$ cat config.mk
export PLATFORM = sky130hd
export DESIGN_NAME = sptb_ctrl
export DESIGN_NICKNAME = d
export VERILOG_FILES = /design/src/sv/sptb_pkg.sv /design/src/sv/sptb_ctrl.sv
export SDC_FILE = /design/constraint.sdc
export NUM_CORES = 1
export LEC_CHECK = 0
export CORE_AREA = 2 2 39 41
export CTS_BUF_LIST = sky130_fd_sc_hd__clkbuf_16
export CTS_CLUSTER_DIAMETER = 60
export DETAILED_ROUTE_END_ITERATION = 7
export DIE_AREA = 0 0 41 43
export DONT_BUFFER_PORTS = 1
export HOLD_SLACK_MARGIN = 0.03
export PLACE_DENSITY = 0.7
export SLEW_MARGIN = 20
export SYNTH_ARGS = -nofsm -noshare
export SYNTH_HDL_FRONTEND = slang
export SYNTH_SLANG_ARGS = --single-unit
$ cat constraint.sdc
create_clock -name clock -period 1.7 [get_ports clock]
set_input_delay 0.34 -clock clock [delete_from_list [all_inputs] [get_ports clock]]
set_output_delay 0.34 -clock clock [all_outputs]
set_load 0.01 [all_outputs]
$ cat src/sv/sptb_pkg.sv
// ----------------------------------------------------------------------------
// sptb_pkg
// shared sizes, types and codes of the sv39 page table builder
// ----------------------------------------------------------------------------
package sptb_pkg;

   localparam int TABLE_PAGES = 64;
   localparam int ENTRIES     = 512;
   localparam int IDX_W       = 9;
   localparam int PAGE_W      = $clog2(TABLE_PAGES);
   localparam int ADDR_W      = PAGE_W + IDX_W;
   localparam int POOL_WORDS  = TABLE_PAGES * ENTRIES;
   localparam int CNT_W       = $clog2(TABLE_PAGES + 1);
   localparam int PPN_W       = 44;
   localparam int WORD_W      = 64;
   localparam int PERM_W      = 8;
   localparam int VA_W        = 27;
   localparam int RTAB_W      = 6;
   localparam int STATUS_W    = 2;
   localparam int ADDED_W     = 2;

   localparam logic [PPN_W-1:0]  BASE_RESET = 44'd524288;
   localparam logic [PERM_W-1:0] PTE_V      = 8'h01;
   localparam logic [PERM_W-1:0] PTE_U      = 8'h10;

   localparam logic OP_MAP  = 1'b0;
   localparam logic OP_READ = 1'b1;

   typedef logic [PAGE_W-1:0] page_type;
   typedef logic [IDX_W-1:0]  idx_type;
   typedef logic [ADDR_W-1:0] addr_type;
   typedef logic [CNT_W-1:0]  cnt_type;
   typedef logic [PPN_W-1:0]  ppn_type;
   typedef logic [WORD_W-1:0] word_type;

   typedef enum logic [STATUS_W-1:0] {
      ST_OK         = 2'd0,
      ST_POOL_EMPTY = 2'd1,
      ST_OUTSIDE    = 2'd2
   } status_type;

   typedef enum logic [2:0] {
      ASEL_CLEAR = 3'd0,
      ASEL_ROOT  = 3'd1,
      ASEL_MID   = 3'd2,
      ASEL_LEAF  = 3'd3,
      ASEL_WORD  = 3'd4
   } asel_type;

   typedef struct packed {
      logic     latch;
      logic     clear_wr;
      asel_type asel;
      logic     chk_root;
      logic     chk_mid;
      logic     wr_leaf;
      logic     cap_word;
      logic     load_rsp;
   } cmd_type;

   typedef struct packed {
      logic clear_last;
      logic fault;
      logic out_free;
   } sts_type;

endpackage

$ cat src/sv/sptb_ctrl.sv
// ----------------------------------------------------------------------------
// sptb_ctrl
// controller: pool clearing, three level walk and read sequencing
// ----------------------------------------------------------------------------
module sptb_ctrl (
   input  logic              clock,
   input  logic              reset,
   input  logic              req_valid,
   input  logic              req_opcode,
   output logic              req_ready,
   input  sptb_pkg::sts_type sts,
   output sptb_pkg::cmd_type cmd
);

   typedef enum logic [9:0] {
      S_CLEAR    = 10'b0000000001,
      S_IDLE     = 10'b0000000010,
      S_ROOT_RD  = 10'b0000000100,
      S_ROOT_CHK = 10'b0000001000,
      S_MID_RD   = 10'b0000010000,
      S_MID_CHK  = 10'b0000100000,
      S_LEAF_WR  = 10'b0001000000,
      S_WORD_RD  = 10'b0010000000,
      S_WORD_CAP = 10'b0100000000,
      S_DONE     = 10'b1000000000
   } state_type;

   state_type state_ff, state_in;

   always_comb begin
      state_in  = state_ff;
      req_ready = 1'b0;
      cmd       = '0;
      cmd.asel  = sptb_pkg::ASEL_CLEAR;
      case (state_ff)
         S_CLEAR: begin
            cmd.clear_wr = 1'b1;
            if (sts.clear_last) begin
               state_in = S_IDLE;
            end
         end
         S_IDLE: begin
            req_ready = 1'b1;
            if (req_valid) begin
               cmd.latch = 1'b1;
               state_in  = (req_opcode == sptb_pkg::OP_READ) ? S_WORD_RD : S_ROOT_RD;
            end
         end
         S_ROOT_RD: begin
            cmd.asel = sptb_pkg::ASEL_ROOT;
            state_in = S_ROOT_CHK;
         end
         S_ROOT_CHK: begin
            cmd.asel     = sptb_pkg::ASEL_ROOT;
            cmd.chk_root = 1'b1;
            state_in     = sts.fault ? S_DONE : S_MID_RD;
         end
         S_MID_RD: begin
            cmd.asel = sptb_pkg::ASEL_MID;
            state_in = S_MID_CHK;
         end
         S_MID_CHK: begin
            cmd.asel    = sptb_pkg::ASEL_MID;
            cmd.chk_mid = 1'b1;
            state_in    = sts.fault ? S_DONE : S_LEAF_WR;
         end
         S_LEAF_WR: begin
            cmd.asel    = sptb_pkg::ASEL_LEAF;
            cmd.wr_leaf = 1'b1;
            state_in    = S_DONE;
         end
         S_WORD_RD: begin
            cmd.asel = sptb_pkg::ASEL_WORD;
            state_in = S_WORD_CAP;
         end
         S_WORD_CAP: begin
            cmd.asel     = sptb_pkg::ASEL_WORD;
            cmd.cap_word = 1'b1;
            state_in     = S_DONE;
         end
         S_DONE: begin
            if (sts.out_free) begin
               cmd.load_rsp = 1'b1;
               state_in     = S_IDLE;
            end
         end
         default: begin
            state_in = S_IDLE;
         end
      endcase
   end

   always_ff @(posedge clock) begin
      if (reset) begin
         state_ff <= S_CLEAR;
      end else begin
         state_ff <= state_in;
      end
   end

endmodule
* Word level (Yosys, flattened, before mapping) *
Index checks and enable logic that the tools add are counted.

word-level totals
  flip-flop bits (word level) = 10
  bits of input ports = 7
  output and inout bits = 11

cells by class
  reduce and logical (&&, ||, !) cells = 5
  eq/ne operators = 13
  multiplexer cells = 18

operators by type and width
  cell                                                                     number
  10-bit case mux with 9 select lines                                      1
  10-bit two-way mux                                                       5
  3-bit case mux with 4 select lines                                       1
  10-bit by 1-bit equality test with 1-bit output (second input constant)  1
  10-bit equality test (second input constant)                             1
  10-bit by 2-bit equality test with 1-bit output (second input constant)  1
  10-bit by 3-bit equality test with 1-bit output (second input constant)  1
  10-bit by 4-bit equality test with 1-bit output (second input constant)  1
  10-bit by 5-bit equality test with 1-bit output (second input constant)  1
  10-bit by 6-bit equality test with 1-bit output (second input constant)  1
  10-bit by 7-bit equality test with 1-bit output (second input constant)  1
  10-bit by 8-bit equality test with 1-bit output (second input constant)  1
  10-bit by 9-bit equality test with 1-bit output (second input constant)  1
  1-bit two-way mux                                                        10
  8-bit two-way mux                                                        1
  2-bit OR reduction                                                       4
  2-bit != test (second input constant)                                    3
  3-bit AND reduction                                                      1

* Depth between registers and ports, before layout *
Gate-level depths: netlist of the first run.

  depth after elaboration = 3
  depth in mapped cells = 6
  gate-level depth less buffers = 5

* Worst setup path before layout of the first run *
Ideal clock, no wire load.

  path kind = register to output
  start point = register state_ff[4]
  end point = output cmd[5] in the netlist's numbering
  arrival = 1209 ps
  required time = 1360 ps
  buffers on the path = 1
  setup slack = 151 ps
  cell stages (with the launch flop) = 5
  cell sequence = dfxtp_1 buf_6 nor4_4 nand4b_1 a211oi_2

RTL lines
  what                    RTL line         source
  from (decl)             sptb_ctrl.sv:28  state_type state_ff, state_in;
  from (signal assigned)  sptb_ctrl.sv:97  state_ff <= state_in;
  to (decl)               sptb_ctrl.sv:12  output sptb_pkg::cmd_type cmd

==> results of run 1 <==
[repair_timing]
item                                   CTS  global route
resized for setup                       12             9
pin swaps                                7             3
endpoints found under the hold margin    0             0
cloned                                   0             0
setup endpoints to repair                7             8
setup buffers                            5             3
[where the power goes]
part           leakage [nW]  switching, mW  internal [mW]  total (mW)
clock network        0.0370          0.104          0.305       0.408
logic                 0.259         0.0501         0.0452      0.0953
registers            0.0847        0.00726          0.241       0.248
[metal layers]
layer  up-vias  track usage  wire length [um]
li1        331            -                 -
met1       326        0.311               852
met2        19        0.338               841
met3         2       0.0471                71
met4         0        0.100                14
met5         -            0                 0
[final cells by class]
cell class	count	area [um2]	share of cell area
sequential	10	210	0.222
timing repair buffer	17	128	0.135
inverter	4	15.0	0.0158
tap	16	20.0	0.0211
multi-input combinational	60	500	0.528
clock buffer	3	75.1	0.0792
[kinds of logic (layout without fill, tap and decap cells)]
logic type | count (synthesis) | after routing | share of synthesized area
and+or+nand+nor | 45 | 45 | 0.468
AOI/OAI and AO/OA | 11 | 11 | 0.110
DFF | 10 | 10 | 0.284
buffers and inverters | 10 | 24 | 0.0886
xor gates and xnor gates | 4 | 4 | 0.0496
[final timing paths]
kind | startpoint | to | depth (start not counted)
worst max-delay path | state_ff[5]$_SDFFE_PP0P_ | cmd[5] | 3
worst min-delay path | req_opcode | state_ff[2]$_SDFFE_PP0P_ | 1
worst max register to register | state_ff[5]$_SDFFE_PP0P_ | state_ff[3]$_SDFFE_PP0P_ | 6
worst min register to register | state_ff[7]$_SDFFE_PP0P_ | state_ff[9]$_SDFFE_PP0P_ | 3
[layout by cell type (no fill, tap or decap), types with 2 or more instances in the layout]
master	n
nor2_1	4
nor2_4	2
buf_4	17
clkbuf_16	3
nand4b_1	2
dfxtp_1	4
nor4_4	3
inv_2	2
nor3_1	4
xor2_1	4
nor3b_1	4
nor4b_1	2
nand2_1	3
inv_1	2
o21ai_0	3
nand4_1	3
dfxtp_2	5
nand2b_1	3
nor4_1	2
==> flow_metrics.py, run 1 <==
metrics = {
    "layout": {
        "fillers": 103,
        "largest-register": "state_ff",
        "area_growth_syn_to_layout_pct": 34.4,
        "layout-drive-gt1-share": 0.468,
        "largest_reg_flops": 10,
        "top_regs": "state_ff x10",
        "final_util": 0.685,
        "instances_no_fill": 110,
        "nets": 103,
        "antennaDiodeCount": 0,
        "fin_area_um2": 948,
    },
    "synth": {
        "synth_top_flop_cell": "dfxtp_1",
        "yosysUniqueCellTypes": 35,
        "syn_area_um2": 706,
        "synth_nets": 87,
        "ys.warnings.count": 0,
        "syn_avg_cell_area_um2": 8.82,
        "synth_enable_flop_cells": 0,
        "synth_commonest_cells": "10 x dfxtp_1, 7 x nor2_1",
        "syn_inst": 80,
        "synth.area.top_cells": "dfxtp_1 28%, nor4_4 6.0%, xor2_1 5.0%, nor3b_1 4.3%, nor2_1 3.7%",
        "synth_most_common_cell": "dfxtp_1",
        "synth_top_area_cell": "dfxtp_1",
        "ys_ff_latch": 10,
        "async_flop_share": 0,
        "seq_area_frac_synth": 0.284,
        "synth_top_area_frac": 0.284,
    },
    "sta": {
        "hold_violations": 0,
        "fin_ws_ns": -0.0422,
        "drv_slew": 0,
        "rsz0062_at_grt": "true",
        "hold_slack_ns": 0.163,
        "slew_headroom": 0.744,
        "tightest_slew_ns": 0.382,
        "finalSetupViolCount": 2,
        "tns_ns": -0.0711,
        "final.setup_skew_ns": 0.000703,
        "period_needed_ns": 1.74,
        "fin_crit_sh": 1.02,
        "clock.fmax_mhz": 574,
    },
    "placed_design": {
        "place_area_um2": 746,
        "dp_slack_ns": 0.0602,
        "dpl.cell_count": 99,
        "gp_congestion": 0.825,
        "dp_hpwl_mm": 1.19,
        "port_buffers": 0,
    },
    "floorplan": {
        "io-pin-count": 18,
        "die_area_mm2": 0.00176,
        "fp-row-count": 14,
        "fp.coreArea_mm2": 0.00138,
        "start_util": 0.510,
        "dieWidth_um": 41,
        "die_h_um": 43,
    },
    "route": {
        "via_per_inst": 6.16,
        "drc": 0,
        "vias": 678,
        "firstDrtPassIters": 4,
        "routed_wl_mm": 1.78,
        "ant_nets": 0,
        "drtIter0Drc": 31,
        "wire_per_inst_um": 16.2,
    },
    "cts": {
        "root_buffer": "clkbuf_16",
        "cts_made_buffers": 3,
        "cts.clk_slew.worst_paths_ns": 0.04,
        "clock_latency_ns": 0.23,
        "cts_tree": "done",
        "ctsHoldBuffers": 0,
        "clock-sinks": 10,
        "cts_buffer_depth": 2,
        "h-tree-depth": 1,
    },
    "critical_path": {
        "cp-start-kind": "flip-flop",
        "reg2reg_setup_slack_ns": 0.09,
        "end_kind": "output port",
        "critPathMaxFanout": 2,
        "required_ns": 1.36,
        "path_cells": "nor4_4 > nand4b_1 > a211oi_2",
        "crit_type": "flip-flop to output port",
        "cp_slowest_stage_delay_ns": 0.39,
        "critical-path-top-delay-family": "simple AND/OR/NAND/NOR gates",
        "cp.arrival_ns": 1.40,
        "crit_buf_inv": 0,
        "cp_slowest_cell": "a211oi_2",
    },
    "hold_path": {
        "min_path_type": "input port to flip-flop",
    },
    "power_and_ir_drop": {
        "powerDensity_mw_per_mm2": 793,
        "p_total_mw": 0.752,
        "p_leak_nw": 0.381,
        "worst_ir_drop_vdd_mv": 0.720,
    },
    "global_routing": {
        "grt_pass1_wl_mm": 2.78,
        "grt_pass1_vias": 630,
        "grt_usage": 0.229,
        "antenna_found_initial": 0,
        "gr-total-overflow": 0,
        "grt_max_degree": 9,
    },
    "run_status": {
        "violations": "negative setup slack",
        "status": "complete, but fails checks",
    },
    "flow_run": {
        "maxCapViolCount": 0,
    },
}
No activity file was read; power rests on OpenSTA's default activity.
==> inputs of run 2 (changes only) <==
- ABC_AREA: unset -> 0
- CORE_AREA: 2 2 39 41 -> unset
- CORE_MARGIN: unset -> 2
- CORE_UTILIZATION: unset -> 53
- CTS_CLUSTER_DIAMETER: 60 -> 100
- DIE_AREA: 0 0 41 43 -> unset
- PLACE_DENSITY: 0.7 -> 0.73
- clock period: 1.7 -> 1.46 ns (I/O delays scaled with it)
==> flow_metrics.py, run 2 (synthesis results as in run 1) <==
metrics = {
    "run_status": {
        "status": "complete, but fails checks",
        "violations": "negative setup slack",
    },
    "sta": {
        "drv_slew": 0,
        "tightest_slew_ns": 0.407,
        "hold_violations": 0,
        "tns_ns": -3.32,
        "fin_crit_sh": 1.23,
        "finalSetupViolCount": 17,
        "rsz0062_at_grt": "true",
        "clock.fmax_mhz": 559,
        "fin_ws_ns": -0.330,
        "slew_headroom": 0.725,
        "period_needed_ns": 1.79,
        "final.setup_skew_ns": 0.00313,
    },
    "route": {
        "drc": 0,
        "ant_nets": 0,
        "vias": 876,
        "drtIter0Drc": 49,
        "via_per_inst": 7.01,
        "routed_wl_mm": 3.03,
        "firstDrtPassIters": 5,
        "wire_per_inst_um": 24.2,
    },
    "cts": {
        "cts_made_buffers": 3,
        "root_buffer": "clkbuf_16",
        "cts_buffer_depth": 2,
        "clock-sinks": 10,
        "cts.clk_slew.worst_paths_ns": 0.04,
        "h-tree-depth": 1,
        "cts_tree": "done",
        "clock_latency_ns": 0.24,
    },
    "global_routing": {
        "grt_usage": 0.320,
        "grt_max_degree": 9,
        "gr-total-overflow": 0,
        "antenna_found_initial": 0,
        "grt_pass1_vias": 661,
        "grt_pass1_wl_mm": 3.24,
    },
    "power_and_ir_drop": {
        "powerDensity_mw_per_mm2": 781,
        "p_leak_nw": 0.485,
        "worst_ir_drop_vdd_mv": 0.759,
    },
    "layout": {
        "layout_common_cells": "24 x buf_4, 9 x buf_6, 5 x dfxtp_4, 4 x xor2_1, 4 x dfxtp_2",
        "final_common_cell": "buf_4",
        "nets": 119,
        "layout-drive-gt1-share": 0.673,
        "instances_no_fill": 125,
        "area_growth_syn_to_layout_pct": 71.3,
        "largest-register": "state_ff",
        "fin_area_mm2": 0.00121,
        "antennaDiodeCount": 0,
        "top_regs": "state_ff x10",
        "largest_reg_flops": 10,
    },
    "floorplan": {
        "die_area_mm2": 0.00164,
        "dieWidth_um": 40.5,
        "io-pin-count": 18,
        "fp-row-count": 13,
        "die_h_um": 40.5,
        "fp.coreArea_mm2": 0.00127,
        "start_util": 0.556,
    },
    "placed_design": {
        "gp_congestion": 0.867,
        "dp_hpwl_mm": 1.39,
        "port_buffers": 0,
        "dpl.cell_count": 111,
        "place_area_um2": 851,
    },
    "flow_run": {
        "maxCapViolCount": 0,
    },
    "critical_path": {
        "critPathMaxFanout": 8,
        "required_ns": 1.17,
        "end_kind": "output port",
        "crit_type": "flip-flop to output port",
        "cp.arrival_ns": 1.50,
        "reg2reg_setup_slack_ns": -0.21,
        "cp-start-kind": "flip-flop",
    },
    "hold_path": {
        "min_path_type": "input port to flip-flop",
    },
}
run 2: cell types whose count changed in the layout (fill, tap and decap cells not counted), sizes merged:
cell  before  now
buf       17   33
run 2: metal layers:
metal,track usage,part of all wire,vias up
li1,-,-,363
met1,0.396,0.35,407
met2,0.520,0.50,80
met3,0.0833,0.11,26
met4,0.125,0.047,0
met5,0,0,-
run 2: power by group:
| part | leakage, nW | switching [mW] | internal (mW) |
|---|---|---|---|
| clock | 0.0370 | 0.132 | 0.356 |
| sequential | 0.0868 | 0.0117 | 0.273 |
| combinational | 0.361 | 0.0866 | 0.0838 |
run 2: what timing repair did:
item	4_1_cts	5_1_grt
endpoints found under the setup margin	15	20
hold buffers	0	0
gates resized for setup	31	26
pin swaps	12	13
setup buffers	5	6
run 2: worst max-delay path, cell delays in order (launching register included):
cell and delay, ns:
dfxtp_1 0.35, buf_4 0.20, nor4b_1 0.41, and3_4 0.29
run 2: final timing paths:
check,start,end,cells after the start
setup reg to reg,state_ff[6]$_SDFFE_PP0P_,state_ff[5]$_SDFFE_PP0P_,7
setup / recovery,state_ff[1]$_SDFFE_PP0P_,cmd[4],3
hold / removal,reset,state_ff[9]$_SDFFE_PP0P_,1
hold reg to reg,state_ff[7]$_SDFFE_PP0P_,state_ff[9]$_SDFFE_PP0P_,3
run 2: final cells by class:
type,count,area (um2)
multi-input combinational,60,594
timing repair buffer,33,282
sequential,10,224
clock buffer,3,75.1
fill,30,60.1
tap,15,18.8
inverter,4,15.0
run 2: per-stage QoR:
step	hold WS, ns	power [mW]	util	setup WS [ns]
2_1_floorplan	0.361	0.360	-	-0.0350
3_3_place_gp	0.363	0.402	0.671	-0.0343
3_5_place_dp	0.363	0.405	0.671	-0.0838
4_1_cts	0.111	0.907	0.834	-0.224
5_1_grt	0.106	0.971	0.953	-0.342
6_report	0.108	0.944	0.953	-0.330
